--- src/design/printable_run_extractor_macros.svh ---
// assertion macros for the printable run extractor
// used by the modules that carry assertions; needs nothing else
`ifndef PRINTABLE_RUN_EXTRACTOR_MACROS_SVH
`define PRINTABLE_RUN_EXTRACTOR_MACROS_SVH

// condition implies consequence in the same cycle
`define PRE_ASSERT_SAME(label, clk, rst_n, ante, cons) \
    label: assert property (@(posedge clk) disable iff (!rst_n) (ante) |-> (cons)) \
        else $error("printable run extractor: same-cycle check failed");

// condition implies consequence in the next cycle
`define PRE_ASSERT_NEXT(label, clk, rst_n, ante, cons) \
    label: assert property (@(posedge clk) disable iff (!rst_n) (ante) |=> (cons)) \
        else $error("printable run extractor: next-cycle check failed");

`endif

--- src/design/pre_pkg.sv ---
// shared types, constants and helpers of the printable run extractor
// used by the result interface, the controller, the datapath and the top level
package pre_pkg;

    localparam int MAX_MIN_LENGTH = 16;
    localparam int OFFSET_BITS    = 32;
    localparam int RUN_OFFSET_W   = 32;
    localparam int LEN_W          = 5;
    localparam int IDX_W          = $clog2(MAX_MIN_LENGTH);
    localparam int CFG_IDX_W      = 1;
    localparam int CFG_DATA_W     = 5;

    localparam logic [LEN_W-1:0] MIN_LENGTH_RESET = LEN_W'(4);

    localparam logic [7:0] CHAR_TAB     = 8'h09;
    localparam logic [7:0] CHAR_NEWLINE = 8'h0A;
    localparam logic [7:0] CHAR_SPACE   = 8'h20;
    localparam logic [7:0] CHAR_TILDE   = 8'h7E;

    typedef enum logic [CFG_IDX_W-1:0] {
        REG_MIN_LENGTH  = 1'b0,
        REG_SHOW_OFFSET = 1'b1
    } cfg_reg_t;

    typedef enum logic {
        ST_IDLE,
        ST_EMIT
    } state_t;

    // commands from controller to datapath
    typedef struct packed {
        logic take;
        logic emit;
    } cmd_t;

    // status from datapath to controller
    typedef struct packed {
        logic printable;
        logic reported;
        logic fill_done;
        logic emit_last;
        logic out_free;
    } status_t;

    function automatic logic is_printable(input logic [7:0] b);
        return b inside {[CHAR_SPACE:CHAR_TILDE], CHAR_TAB};
    endfunction

endpackage

--- src/design/pre_item_if.sv ---
// input channel of the printable run extractor: one byte or end of file
// depends on pre_pkg for nothing but shares its naming
interface pre_item_if;
    logic       valid;
    logic       ready;
    logic [7:0] data_byte;
    logic       end_of_file;

    modport source (output valid, output data_byte, output end_of_file, input ready);
    modport sink (input valid, input data_byte, input end_of_file, output ready);
endinterface

--- src/design/pre_result_if.sv ---
// output channel of the printable run extractor: one emitted character
// depends on pre_pkg for the offset width
interface pre_result_if;
    logic                             valid;
    logic                             ready;
    logic [7:0]                       out_byte;
    logic                             run_start;
    logic [pre_pkg::RUN_OFFSET_W-1:0] run_offset;
    logic                             offset_valid;
    logic                             last;

    modport source (output valid, output out_byte, output run_start, output run_offset,
                    output offset_valid, output last, input ready);
    modport sink (input valid, input out_byte, input run_start, input run_offset,
                  input offset_valid, input last, output ready);
endinterface

--- src/design/pre_datapath.sv ---
// datapath: config registers, run buffer, run counter, byte offset, output register
// depends on pre_pkg; driven by pre_ctrl through cmd_t and status_t
module pre_datapath (
    input  logic                             clk,
    input  logic                             rst_n,
    input  logic                             cfg_we,
    input  logic [pre_pkg::CFG_IDX_W-1:0]    cfg_index,
    input  logic [pre_pkg::CFG_DATA_W-1:0]   cfg_data,
    input  logic [7:0]                       data_byte,
    input  logic                             end_of_file,
    input  logic                             out_ready,
    input  pre_pkg::cmd_t                    cmd,
    output pre_pkg::status_t                 status,
    output logic                             out_valid,
    output logic [7:0]                       out_byte,
    output logic                             run_start,
    output logic [pre_pkg::RUN_OFFSET_W-1:0] run_offset,
    output logic                             offset_valid,
    output logic                             last
);

    logic [pre_pkg::LEN_W-1:0]        min_length_reg;
    logic                             show_offset_reg;
    logic [pre_pkg::LEN_W-1:0]        run_count_reg, run_count_next;
    logic [pre_pkg::OFFSET_BITS-1:0]  byte_offset_reg, byte_offset_next;
    logic [pre_pkg::OFFSET_BITS-1:0]  start_reg;
    logic [pre_pkg::IDX_W-1:0]        idx_reg;
    logic [7:0]                       buffer_reg [pre_pkg::MAX_MIN_LENGTH];
    logic                             out_valid_reg, out_valid_next;
    logic [7:0]                       out_byte_reg;
    logic                             run_start_reg;
    logic [pre_pkg::RUN_OFFSET_W-1:0] run_offset_reg;
    logic                             offset_valid_reg;
    logic                             last_reg;

    logic [pre_pkg::LEN_W-1:0] eff_len;
    logic [pre_pkg::LEN_W-1:0] len_m1;
    logic                      printable;
    logic                      reported;
    logic                      fill_done;
    logic                      emit_last;
    logic                      out_free;
    logic                      load_take;

    // out-of-range lengths clamp to 1..MAX_MIN_LENGTH
    always_comb
    begin
        if (min_length_reg == '0)
            eff_len = pre_pkg::LEN_W'(1);
        else if (min_length_reg > pre_pkg::LEN_W'(pre_pkg::MAX_MIN_LENGTH))
            eff_len = pre_pkg::LEN_W'(pre_pkg::MAX_MIN_LENGTH);
        else
            eff_len = min_length_reg;
    end

    assign len_m1    = eff_len - pre_pkg::LEN_W'(1);
    assign printable = !end_of_file && pre_pkg::is_printable(data_byte);
    assign reported  = run_count_reg >= eff_len;
    assign fill_done = (run_count_reg + pre_pkg::LEN_W'(1)) == eff_len;
    assign emit_last = {1'b0, idx_reg} == len_m1;
    assign out_free  = !out_valid_reg || out_ready;
    assign load_take = cmd.take && reported;

    assign status.printable = printable;
    assign status.reported  = reported;
    assign status.fill_done = fill_done;
    assign status.emit_last = emit_last;
    assign status.out_free  = out_free;

    always_comb
    begin
        run_count_next   = run_count_reg;
        byte_offset_next = byte_offset_reg;
        if (cmd.take)
        begin
            if (printable)
            begin
                if (!reported)
                    run_count_next = run_count_reg + pre_pkg::LEN_W'(1);
            end
            else
                run_count_next = '0;
            if (end_of_file)
                byte_offset_next = '0;
            else
                byte_offset_next = byte_offset_reg + pre_pkg::OFFSET_BITS'(1);
        end
        if (load_take || cmd.emit)
            out_valid_next = 1'b1;
        else if (out_ready)
            out_valid_next = 1'b0;
        else
            out_valid_next = out_valid_reg;
    end

    always_ff @(posedge clk or negedge rst_n)
    begin
        if (!rst_n)
        begin
            min_length_reg  <= pre_pkg::MIN_LENGTH_RESET;
            show_offset_reg <= 1'b0;
            run_count_reg   <= '0;
            byte_offset_reg <= '0;
            idx_reg         <= '0;
            out_valid_reg   <= 1'b0;
        end
        else
        begin
            if (cfg_we)
            begin
                case (cfg_index)
                    pre_pkg::REG_MIN_LENGTH:  min_length_reg  <= cfg_data;
                    pre_pkg::REG_SHOW_OFFSET: show_offset_reg <= cfg_data[0];
                    default: ;
                endcase
            end
            run_count_reg   <= run_count_next;
            byte_offset_reg <= byte_offset_next;
            out_valid_reg   <= out_valid_next;
            if (cmd.take)
                idx_reg <= '0;
            else if (cmd.emit)
                idx_reg <= idx_reg + pre_pkg::IDX_W'(1);
        end
    end

    // payload registers, no reset
    always_ff @(posedge clk)
    begin
        if (cmd.take)
        begin
            start_reg <= byte_offset_reg - pre_pkg::OFFSET_BITS'(len_m1);
            // run count is below the clamped length here, so it fits the index
            if (printable && !reported)
                buffer_reg[run_count_reg[pre_pkg::IDX_W-1:0]] <= data_byte;
        end
        if (load_take)
        begin
            out_byte_reg     <= printable ? data_byte : pre_pkg::CHAR_NEWLINE;
            run_start_reg    <= 1'b0;
            run_offset_reg   <= '0;
            offset_valid_reg <= 1'b0;
            last_reg         <= 1'b1;
        end
        else if (cmd.emit)
        begin
            out_byte_reg     <= buffer_reg[idx_reg];
            run_start_reg    <= idx_reg == '0;
            run_offset_reg   <= (idx_reg == '0) ? start_reg[pre_pkg::RUN_OFFSET_W-1:0] : '0;
            offset_valid_reg <= (idx_reg == '0) && show_offset_reg;
            last_reg         <= emit_last;
        end
    end

    assign out_valid    = out_valid_reg;
    assign out_byte     = out_byte_reg;
    assign run_start    = run_start_reg;
    assign run_offset   = run_offset_reg;
    assign offset_valid = offset_valid_reg;
    assign last         = last_reg;

endmodule

--- src/design/pre_ctrl.sv ---
// controller: accepts items and sequences the burst that replays the run buffer
// depends on pre_pkg and the assertion macros header
`include "printable_run_extractor_macros.svh"

module pre_ctrl (
    input  logic             clk,
    input  logic             rst_n,
    input  logic             in_valid,
    output logic             in_ready,
    input  pre_pkg::status_t status,
    output pre_pkg::cmd_t    cmd
);

    pre_pkg::state_t state_reg, state_next;

    always_ff @(posedge clk or negedge rst_n)
    begin
        if (!rst_n)
            state_reg <= pre_pkg::ST_IDLE;
        else
            state_reg <= state_next;
    end

    always_comb
    begin
        state_next = state_reg;
        in_ready   = 1'b0;
        cmd.take   = 1'b0;
        cmd.emit   = 1'b0;
        case (state_reg)
            pre_pkg::ST_IDLE:
            begin
                in_ready = status.out_free;
                if (in_valid && status.out_free)
                begin
                    cmd.take = 1'b1;
                    // run just reached the threshold: replay the buffer
                    if (status.printable && !status.reported && status.fill_done)
                        state_next = pre_pkg::ST_EMIT;
                end
            end
            pre_pkg::ST_EMIT:
            begin
                if (status.out_free)
                begin
                    cmd.emit = 1'b1;
                    if (status.emit_last)
                        state_next = pre_pkg::ST_IDLE;
                end
            end
            default:
                state_next = pre_pkg::ST_IDLE;
        endcase
    end

    `PRE_ASSERT_SAME(a_no_take_in_burst, clk, rst_n, state_reg == pre_pkg::ST_EMIT, !in_ready && !cmd.take)
    `PRE_ASSERT_NEXT(a_fill_starts_burst, clk, rst_n, cmd.take && status.printable && !status.reported && status.fill_done, state_reg == pre_pkg::ST_EMIT)
    `PRE_ASSERT_NEXT(a_burst_ends, clk, rst_n, cmd.emit && status.emit_last, state_reg == pre_pkg::ST_IDLE)
    `PRE_ASSERT_SAME(a_one_command, clk, rst_n, 1'b1, !(cmd.take && cmd.emit))

endmodule

--- src/design/printable_run_extractor.sv ---
// printable run extractor: reports runs of printable bytes of at least min_length.
// item channel (sink): one data_byte per transaction, or end_of_file to close the stream.
// result channel (source): emitted characters; last marks the final result of an item.
// config port: cfg_we with cfg_index 0 = min_length, 1 = show_offset; write only when idle.
// a byte or newline result is in the output register in the cycle after its item
// is taken; a replayed run starts only once the controller is in the burst.
// one item per cycle while no burst is running and no result waits; an item that brings
// a run to min_length (clamped) triggers a replay of the run buffer, min_length results
// at one a cycle while the receiver takes them, so ready stays low until the last
// replayed result is issued (the buffer is read one entry per result).
// when the receiver stalls, the output register holds its result and the item
// channel drops ready until the result has left; a new item is taken in the same
// cycle that the waiting result is taken.
// reset (rst_n low, asynchronous): run count and byte offset clear, min_length
// returns to 4 and show_offset to 0, no result is pending.
// depends on pre_pkg, pre_item_if, pre_result_if, pre_ctrl and pre_datapath
module printable_run_extractor (
    input  logic                           clk,
    input  logic                           rst_n,
    input  logic                           cfg_we,
    input  logic [pre_pkg::CFG_IDX_W-1:0]  cfg_index,
    input  logic [pre_pkg::CFG_DATA_W-1:0] cfg_data,
    pre_item_if.sink                       item,
    pre_result_if.source                   result
);

    pre_pkg::cmd_t    cmd;
    pre_pkg::status_t status;

    pre_ctrl u_ctrl (
        .clk      (clk),
        .rst_n    (rst_n),
        .in_valid (item.valid),
        .in_ready (item.ready),
        .status   (status),
        .cmd      (cmd)
    );

    pre_datapath u_datapath (
        .clk          (clk),
        .rst_n        (rst_n),
        .cfg_we       (cfg_we),
        .cfg_index    (cfg_index),
        .cfg_data     (cfg_data),
        .data_byte    (item.data_byte),
        .end_of_file  (item.end_of_file),
        .out_ready    (result.ready),
        .cmd          (cmd),
        .status       (status),
        .out_valid    (result.valid),
        .out_byte     (result.out_byte),
        .run_start    (result.run_start),
        .run_offset   (result.run_offset),
        .offset_valid (result.offset_valid),
        .last         (result.last)
    );

endmodule
--- src/flat_wrapper.sv ---
// flat-port wrapper written by rule: the top's interface ports become plain ports
module printable_run_extractor_flat 
  (clk, rst_n, cfg_we, cfg_index, cfg_data, item_valid, item_data_byte, item_end_of_file, item_ready, result_valid, result_out_byte, result_run_start, result_run_offset, result_offset_valid, result_last, result_ready);
  pre_item_if item_i ();
  pre_result_if result_i ();
  input  logic clk;
  input  logic rst_n;
  input  logic cfg_we;
  input  logic [pre_pkg::CFG_IDX_W-1:0] cfg_index;
  input  logic [pre_pkg::CFG_DATA_W-1:0] cfg_data;
  input wire logic [$bits(item_i.valid)-1:0] item_valid;
  input wire logic [$bits(item_i.data_byte)-1:0] item_data_byte;
  input wire logic [$bits(item_i.end_of_file)-1:0] item_end_of_file;
  output wire logic [$bits(item_i.ready)-1:0] item_ready;
  output wire logic [$bits(result_i.valid)-1:0] result_valid;
  output wire logic [$bits(result_i.out_byte)-1:0] result_out_byte;
  output wire logic [$bits(result_i.run_start)-1:0] result_run_start;
  output wire logic [$bits(result_i.run_offset)-1:0] result_run_offset;
  output wire logic [$bits(result_i.offset_valid)-1:0] result_offset_valid;
  output wire logic [$bits(result_i.last)-1:0] result_last;
  input wire logic [$bits(result_i.ready)-1:0] result_ready;
  assign item_i.valid = item_valid;
  assign item_i.data_byte = item_data_byte;
  assign item_i.end_of_file = item_end_of_file;
  assign item_ready = item_i.ready;
  assign result_valid = result_i.valid;
  assign result_out_byte = result_i.out_byte;
  assign result_run_start = result_i.run_start;
  assign result_run_offset = result_i.run_offset;
  assign result_offset_valid = result_i.offset_valid;
  assign result_last = result_i.last;
  assign result_i.ready = result_ready;
  printable_run_extractor u_core (.clk(clk), .rst_n(rst_n), .cfg_we(cfg_we), .cfg_index(cfg_index), .cfg_data(cfg_data), .item(item_i), .result(result_i));
endmodule
--- config.mk ---
export PLATFORM = sky130hd
export DESIGN_NAME = printable_run_extractor_flat
export DESIGN_NICKNAME = d
export VERILOG_FILES = /design/src/design/pre_pkg.sv /design/src/design/pre_item_if.sv /design/src/design/pre_result_if.sv /design/src/design/pre_datapath.sv /design/src/design/pre_ctrl.sv /design/src/design/printable_run_extractor.sv /design/src/flat_wrapper.sv
export VERILOG_INCLUDE_DIRS = /design/src /design/src/design
export SDC_FILE = /design/constraint.sdc
export NUM_CORES = 1
export LEC_CHECK = 0
export BUFFER_PORTS_ARGS = -buffer_cell sky130_fd_sc_hd__clkbuf_2
export CAP_MARGIN = 20
export CORE_UTILIZATION = 30
export CTS_CLUSTER_DIAMETER = 100
export DETAILED_ROUTE_END_ITERATION = 10
export SYNTH_ARGS = -nofsm -noshare
export SYNTH_HDL_FRONTEND = slang
export SYNTH_SLANG_ARGS = --single-unit
export TNS_END_PERCENT = 5
--- constraint.sdc ---
create_clock -name clk -period 9.8 [get_ports clk]
set_input_delay 0.98 -clock clk [delete_from_list [all_inputs] [get_ports clk]]
set_output_delay 0.98 -clock clk [all_outputs]
set_load 0.01 [all_outputs]
# Word level (Yosys, flattened, before mapping)
# Memories as Yosys holds them, arrays and structs flattened.
# Cells that the tools add are included.
# word_totals
register_bits	124
mem_bits_rw	128
in_bits	20
out_inout_bits	45
elab_cells	76
mem_count	1
# classes
add_sub_neg	5
magnitude_cmp	4
n_eq_ne	4
muxes	26
bitwise_logic	2
reduce_logical	21
# mem_list
name	words	word_bits	read_ports	rd_clocked_by_memory_dff	write_ports	line_no	rtl
u_core.u_datapath.buffer_reg	16	8	1	0	1	pre_datapath.sv:28	logic [7:0] buffer_reg [pre_pkg::MAX_MIN_LENGTH];
# ops
cell	n
32-bit 2-to-1 mux	2
32-bit by 1-bit adder with 32-bit output (second input constant)	1
32-bit by 5-bit subtractor with 32-bit output	1
8-bit 2-to-1 mux	3
5-bit 2-to-1 mux	4
1-bit 2-to-1 mux	14
8-bit by 4-bit equality test with 1-bit output (second input constant)	1
8-bit by 6-bit >= comparator with 1-bit output (second input constant)	1
8-bit by 7-bit less-or-equal comparator with 1-bit output (second input constant)	1
4-bit 2-to-1 mux	2
2-bit nonzero test	4
1-bit logical AND	7
2-bit AND reduction	3
5-bit by 1-bit adder with 5-bit output (second input constant)	1
4-bit by 5-bit equality test with 1-bit output	1
5-bit equality test	1
5-bit >= comparator	1
5-bit > comparator (second input constant)	1
5-bit zero test	1
5-bit by 1-bit subtractor with 5-bit output (second input constant)	1
4-bit by 1-bit adder with 4-bit output (second input constant)	1
4-bit zero test	1
1-bit zero test	3
1-bit logical OR	2
other kinds (3)	4

# Depth between registers and ports, before layout
# Gate-level depths: netlist of run 1.
# logic_depth
depth_word	10
depth_mapped	12
ltp_nobuf	11

# By module
# Synthesis of run 1 repeated with hierarchy kept, for this count alone.
# hier_totals
hier_cells	803
area_unflattened_um2	10961.8
# modules_own_cells
mod	instances	cells_each	area_per_inst_um2
pre_datapath	1	796	10890.4
pre_ctrl	1	7	71.3

# Least setup slack after synthesis of run 1
# No wires, ideal clock.
# synth_path
kind	register to register
start	register u_core.u_datapath.min_length_reg[2] (netlist bit)
end	memory u_core.u_datapath.buffer_reg[3][0] (enable)
arrival_time_ps	3444
setup_slack_ps	5959
path_stages_with_launch	11
period_less_slack_ps	3841
path_cell_list	dfstp_2 -> nor3_1 -> o21ai_0 -> inv_1 -> ha_1 -> nand2b_1 -> a31oi_1 -> o21ai_1 -> or4_1 -> clkbuf_1 -> nor4b_1
# synth_between
elab_chain_len	9
word_cells_on_any_way	10
cone_classes	2 x order compare; 5 x mux; 3 x reduce/logical
# synth_rtl
item	line_no	rtl
start: declaration	pre_datapath.sv:22	logic [pre_pkg::LEN_W-1:0] min_length_reg;
start signal: assignment	pre_datapath.sv:100	min_length_reg <= pre_pkg::MIN_LENGTH_RESET;
start signal: assignment	pre_datapath.sv:112	pre_pkg::REG_MIN_LENGTH: min_length_reg <= cfg_data;
5-bit > comparator	pre_datapath.sv:50	else if (min_length_reg > pre_pkg::LEN_W'(pre_pkg::MAX_MIN_LENGTH))
5-bit 2-to-1 mux	pre_datapath.sv:50	
5-bit 2-to-1 mux *	pre_datapath.sv:48	if (min_length_reg == '0)
5-bit >= comparator *	pre_datapath.sv:58	assign reported = run_count_reg >= eff_len;
1-bit zero test *	pre_datapath.sv:134	if (printable && !reported)
1-bit logical AND *	pre_datapath.sv:134	
1-bit 2-to-1 mux *	pre_datapath.sv:134	
1-bit 2-to-1 mux *	pre_datapath.sv:130	if (cmd.take)
1-bit 2-to-1 mux (implied by the code) *	pre_datapath.sv:135	buffer_reg[run_count_reg[pre_pkg::IDX_W-1:0]] <= data_byte;
end: declaration	pre_datapath.sv:28	
# Mark *: on every way between the ends. The rest lies on a longest branch, timed or not.

# Worst setup path after layout of run 1
# layout_path
start	register u_core.u_datapath.min_length_reg[2] (netlist bit)
end	memory u_core.u_datapath.buffer_reg[3][6] (enable)
# The elaborated chain is that of the path after synthesis.

==> flow_summary.toml, run 1 <==
[route]
post-route-drc-count = 8
vias = 6483
dr.first_iter.drc_count = 428
ant_nets = 0
routedWlPerCell_um = 18.2
via_per_inst = 4.89
drtPass1Iterations = 10
drt_wl_total_mm = 24.1

[cells_and_area]
drive_above_1_share = 0.198
fill_cells = 3461
area_delta_synth_final_pct = 15.1
fin_nets = 883
largest_reg_flops = 128

[sta]
grt_setup_unrepaired = "no"
layout_setup_ws_ns = 5.66
setup_viol = 0
timing_worst_slew_pin_value_ns = 0.943
finalCritPeriodShare = 0.423
hold_viol_final = 0
maxSlewViolCount = 0
slew_headroom = 0.370
fmax_mhz = 241
fin_worst_skew_ns = 0.0246
period_minus_slack_ns = 4.14
tns_ns = 0

[yosys]
synth_seq_cells = 252
synth_nets = 820
avgSynthCellArea_um2 = 14.0
synthArstFlopShare = 0.194
syn-cell-area_um2 = 11000
synth_edf_count = 168
ys_types = 62
ys.warnings.count = 0
synth_seq_area_share = 0.637
synthCells = 781
ys.flop_type = "edfxtp_1"

[cts]
clockBufferDepth = 3
ctsHtreeMaxLevel = 1
clock-sinks = 252
holdBufCountCts = 0
tritoncts = "yes"
cts_setup_buffers = 0
cts_buffers = 27
cts-root-buf = "clkbuf_16"
clock_latency_ns = 0.56
cts.clk_slew.worst_paths_ns = 0.06
cts_resized = 0

[global_route]
grtUsageTotal = 0.131
grt_pass1_wl_mm = 37.4
antenna_found_initial = 3
grt_max_degree = 50
grt_pass1_vias = 6350
grt-ovfl-total = 0

[pwr]
p_int_w = 0.00228
vdd_ir_drop_max_mv = 0.108
clock_power_share = 0.285
power.density_nw_per_um2 = 263
netSwitchingPower_w = 0.00105
combPwrFrac = 0.289
p_seq_frac = 0.425
switching_share = 0.315
p_leak_nw = 4.74

[floorplan]
dieArea_um2 = 37300
row_count = 69
die_x_um = 193
initial_core_util = 0.306
io_pins = 65
core-area_um2 = 35700
die_h_um = 193

[run]
cap_violations = 0

[critical_path]
worstPathMaxFanout = 10
crit_type = "flip-flop to flip-flop"
crit_path_start_kind = "flip-flop"
cp-end-kind = "flip-flop"
crit_arrival_ns = 4.32
cp.required_ns = 9.97

[place]
dpl.hpwl_mm = 16.1
pre_cts_ws_ns = 5.67
gp_congestion = 0.810
portBuffers = 64

[outcome]
failed_checks = "DRC"
outcome = "finished with violations"

[hold_path]
min_path_type = "flip-flop to flip-flop"
## routing by layer
layer | global-route usage | up-vias | share of wire | routed length, µm
li1 | - | 3099 | - | -
met1 | 0.181 | 3189 | 0.46 | 11200
met2 | 0.204 | 151 | 0.45 | 11000
met3 | 0.0279 | 42 | 0.052 | 1260
met4 | 0.0460 | 2 | 0.028 | 675
met5 | 0 | - | 0.00050 | 12
## layout by cell type (no fill, tap or decap), drive strengths merged, types with 8 or more instances in the layout
| cell type | synthesis | routed |
|---|---|---|
| a21oi | 16 | 16 |
| a22o | 34 | 34 |
| and4b | 8 | 8 |
| buf | 10 | 11 |
| clkbuf | 31 | 101 |
| clkinv | 1 | 12 |
| dfrtp | 48 | 48 |
| dfxtp | 35 | 35 |
| edfxtp | 168 | 168 |
| ha | 18 | 18 |
| inv | 18 | 19 |
| mux2i | 16 | 16 |
| mux4 | 32 | 32 |
| nand2 | 68 | 68 |
| nand3 | 19 | 19 |
| nand4 | 13 | 13 |
| nor2 | 54 | 54 |
| nor3 | 17 | 17 |
| nor4 | 8 | 8 |
| nor4b | 9 | 9 |
| o211ai | 11 | 11 |
| o21ai | 13 | 13 |
| or4 | 14 | 14 |
| xnor2 | 23 | 23 |
| xor2 | 36 | 36 |
## Yosys cell counts, types with 3 or more instances
library cell,n,share of area
buf_6,3,0.0031
edfxtp_1,168,0.46
nor4_1,7,0.0040
mux2_2,6,0.0062
clkbuf_1,30,0.010
a21o_1,3,0.0021
o21ai_0,12,0.0055
mux2i_1,16,0.015
nand4_1,13,0.0074
o31ai_1,3,0.0021
a22o_1,34,0.027
ha_1,18,0.021
or4_1,12,0.0082
nand3_1,18,0.0082
nor2b_1,6,0.0034
o211ai_1,11,0.0075
and3_1,5,0.0029
nand2_1,68,0.023
dfxtp_1,35,0.064
buf_2,5,0.0023
inv_1,17,0.0058
nand2b_1,5,0.0029
xor2_1,36,0.029
mux4_2,32,0.066
dfrtp_1,48,0.11
nor2_1,51,0.017
or3_1,5,0.0029
nor4b_1,8,0.0064
xnor2_1,23,0.018
nor3_1,16,0.0073
and4_1,6,0.0048
and4b_1,8,0.0073
nor2_2,3,0.0017
a21oi_1,16,0.0073
## critical path, stage by stage, from the launching register on
cell and delay, ns:
dfstp_2 0.57, nor3_1 0.05, o21ai_0 0.47, inv_1 0.10
ha_1 0.30, nand2b_1 0.14, a31oi_1 0.16, o21ai_1 0.31
or4_1 0.79, nor4b_2 0.88
## through the flow
step                hold slack (ns)  area (µm²)  power, W  cells  utilization
CTS                           0.458       12600   0.00336   1325        0.353
floorplan                     0.436       11000   0.00209    781            -
detailed placement            0.441       11800   0.00241   1276        0.330
finish                        0.455       12600   0.00332   1327        0.353
global route                  0.467       12600   0.00351   1326        0.353
global placement              0.439       11800   0.00240   1276        0.330
## worst paths after layout
path	startpoint	endpoint	slack, ns	depth (start not counted)
max	u_core.u_datapath.min_length_reg[2]	u_core.u_datapath.buffer_reg[3][6]	5.66	9
min	u_core.u_datapath.start_reg[30]	u_core.u_datapath.run_offset[30]	0.45	1
max reg2reg	u_core.u_datapath.min_length_reg[2]	u_core.u_datapath.buffer_reg[3][6]	5.66	9
min reg2reg	u_core.u_datapath.start_reg[30]	u_core.u_datapath.run_offset[30]	0.45	1
max in group asynchronous	rst_n	u_core.u_datapath.idx_reg[0]	8.75	2
min in group asynchronous	rst_n	u_core.u_datapath.byte_offset_reg[27]	0.55	2
## kinds of logic (layout without fill, tap and decap cells)
logic type | count (synthesis) | after routing | synth area share
flip-flops | 252 | 252 | 0.637
AND/OR/NAND/NOR | 244 | 244 | 0.121
AO/OA/AOI/OAI | 92 | 92 | 0.0611
XOR/XNOR | 60 | 60 | 0.0492
buffers and inverters | 60 | 143 | 0.0233
multiplexers | 54 | 54 | 0.0866
adder cells (fa/ha/maj) | 19 | 19 | 0.0224
other | 0 | 2 | 0
## cell type report
type	instances	area, µm²	area share
flip-flops and latches	252	6970	0.553
multi-input cells	469	3760	0.298
clock buffers	37	744	0.0590
well taps	461	577	0.0457
repair buffers	75	403	0.0319
clock inverters	12	82.6	0.00655
inverters	19	71.3	0.00565
diodes	2	5.00	0.000397
## power by group through the flow
stage                     Sequential, W  Combinational [W]  Clock, W
after global routing            0.00143            0.00107   0.00101
final                           0.00141           0.000961  0.000948
after floorplan                 0.00145           0.000646         0
after CTS                       0.00141           0.000977  0.000973
after global placement          0.00143           0.000969         0
after detailed placement        0.00143           0.000974         0
(Power assumes the default switching activity.)
==> run 2: changes to the inputs <==
- clock period: 9.8 -> 4.1 ns (I/O delays scaled with it)
==> run 2 against run 1 <==
The flow still finishes with violations (DRC). Combinational power is 130% higher. Via count is 1.3% higher. Worst setup slack worse by 5.2 ns. Die area stayed put. Power grew to 2.5 times the previous value. Sequential power is 150% higher. Sequential share of layout area is 0.91 points lower. Cell count is 0.53% higher. Critical path depth is 2 higher. Largest cell class unchanged. Fmax is 15% higher. Non-clock buffer count is 6 higher.
==> flow_summary.toml, run 2 (same netlist as run 1, synthesis figures left out) <==
[cells_and_area]
fill_cells = 3463
stdcell_count = 1334
layout.cells.most_common_list = "edfxtp_1, nand2_1, clkbuf_2"
largest_reg_flops = 128
drive_above_1_share = 0.214
final-seq-area_um2 = 6980
fin_nets = 890
final_area_um2 = 12800
area_delta_synth_final_pct = 17.1
multi_input_area_um2 = 3760
mostFrequentLayoutCell = "edfxtp_1"

[floorplan]
dieArea_um2 = 37300
die_x_um = 193
io_pins = 65
core-area_um2 = 35700
row_count = 69
initial_core_util = 0.306
die_h_um = 193

[global_route]
met1_usage = 0.195
busiest_layer = "met1"
grt_pass1_wl_mm = 37.7
grt_max_degree = 36
grt_pass1_vias = 6413
grtUsageTotal = 0.131
grt_use_met3 = 0.0239
antenna_found_initial = 1
grt-ovfl-total = 0
use_met2 = 0.194

[place]
pre_cts_ws_ns = 0.511
place_area_um2 = 11800
dpl.hpwl_mm = 16.2
portBuffers = 64
gp_congestion = 0.781
dp_cells = 1281

[sta]
finalCritPeriodShare = 0.878
fin_worst_skew_ns = 0.0206
hold_viol_final = 0
slew_headroom = 0.364
grt_setup_unrepaired = "no"
setup_viol = 0
timing_worst_slew_pin_value_ns = 0.947
fmax_mhz = 278
tns_ns = 0
layout_setup_ws_ns = 0.501
period_minus_slack_ns = 3.60
maxSlewViolCount = 0

[pwr]
power.density_nw_per_um2 = 648
p_leak_nw = 4.82
vdd_ir_drop_max_mv = 0.323

[route]
vias = 6567
ant_nets = 0
via_per_inst = 4.92
post-route-drc-count = 8
drtPass1Iterations = 8
dr.first_iter.drc_count = 517
drt_wl_total_mm = 23.8
routedWlPerCell_um = 17.9

[critical_path]
crit_type = "flip-flop to flip-flop"
crit_family = "simple AND/OR/NAND/NOR gates"
crit_path_start_kind = "flip-flop"
reg2reg_setup_slack_ns = 0.50
worstPathCellList = "nor3_1, o21ai_0, inv_1, ha_1, nand2b_1, a31oi_1, o21ai_1, buf_4, or4_1, nor4b_1, buf_4"
reg2regPathDepth = 11
crit_buf_inv = 3
crit_top_cell = "buf_4"
cpMaxStageDelayCell = "or4_1"
r2r_end = "u_core.u_datapath.buffer_reg[0][1]"
worstPathMaxFanout = 10
cp-end-kind = "flip-flop"
critPathMaxStageDelay_ns = 0.72
cp.required_ns = 4.37
r2r-start = "u_core.u_datapath.min_length_reg[2]"
crit_arrival_ns = 3.87

[hold_path]
min_from = "cfg_data[3]"
whs_endpoint = "u_core.u_datapath.min_length_reg[3]"
min_path_cells = 2
min_path_type = "input port to flip-flop"

[outcome]
failed_checks = "DRC"
outcome = "finished with violations"

[cts]
ctsHtreeMaxLevel = 1
tritoncts = "yes"
cts_resized = 0
cts_buffers = 28
clock_latency_ns = 0.56
clock-sinks = 252
cts.clk_slew.worst_paths_ns = 0.06
cts-root-buf = "clkbuf_16"
clockBufferDepth = 3
cts_setup_buffers = 0
holdBufCountCts = 1

[run]
cap_violations = 0
## run 2: layer usage
metal | vias to the layer above | part of all wire
met3 | 33 | 0.055
met4 | 0 | 0.019
met5 | - | 0
met2 | 183 | 0.44
li1 | 3112 | -
met1 | 3239 | 0.49
## run 2: worst max path at each step
stage	cells after the start	start	slack, ns	end
2_1_floorplan	10	u_core.u_datapath.min_length_reg[2]	0.26	u_core.u_datapath.buffer_reg[3][0]
3_3_place_gp	11	u_core.u_datapath.min_length_reg[2]	0.55	u_core.u_datapath.buffer_reg[0][0]
3_5_place_dp	11	u_core.u_datapath.min_length_reg[2]	0.51	u_core.u_datapath.buffer_reg[0][2]
4_1_cts	11	u_core.u_datapath.min_length_reg[2]	0.51	u_core.u_datapath.buffer_reg[2][2]
5_1_grt	11	u_core.u_datapath.min_length_reg[2]	0.29	u_core.u_datapath.buffer_reg[0][0]
6_report	11	u_core.u_datapath.min_length_reg[2]	0.50	u_core.u_datapath.buffer_reg[0][1]
## run 2: worst register-to-register path, delay by kind of cell (launching register included)
| family | cells | cell delay (ns) |
|---|---|---|
| and+or+nand+nor | 4 | 1.29 |
| buffers and inverters | 3 | 0.49 |
| DFF | 1 | 0.55 |
| AOI/OAI and AO/OA | 3 | 0.71 |
| adders and majority gates | 1 | 0.29 |
## run 2: where the power goes
group	switching [W]	internal (W)	leakage, nW
Combinational	0.00117	0.00102	1.92
Sequential	0.000347	0.00317	2.44
Clock	0.00106	0.00156	0.467
## run 2: stage by stage
step | utilization | total power (W) | hold WS (ns)
after global routing | 0.359 | 0.00877 | 0.0961
after floorplan | - | 0.00500 | 0.114
final | 0.359 | 0.00831 | 0.107
after global placement | 0.331 | 0.00576 | 0.389
after CTS | 0.359 | 0.00841 | 0.0856
after detailed placement | 0.331 | 0.00578 | 0.390
## run 2: area by class of cell
cell class / count / area share
diodes: 1 / 0.000195
clock buffers: 31 / 0.0571
clock inverters: 20 / 0.0194
inverters: 19 / 0.00556
multi-input cells: 469 / 0.293
flip-flops and latches: 252 / 0.544
well taps: 461 / 0.0450
repair buffers: 81 / 0.0361
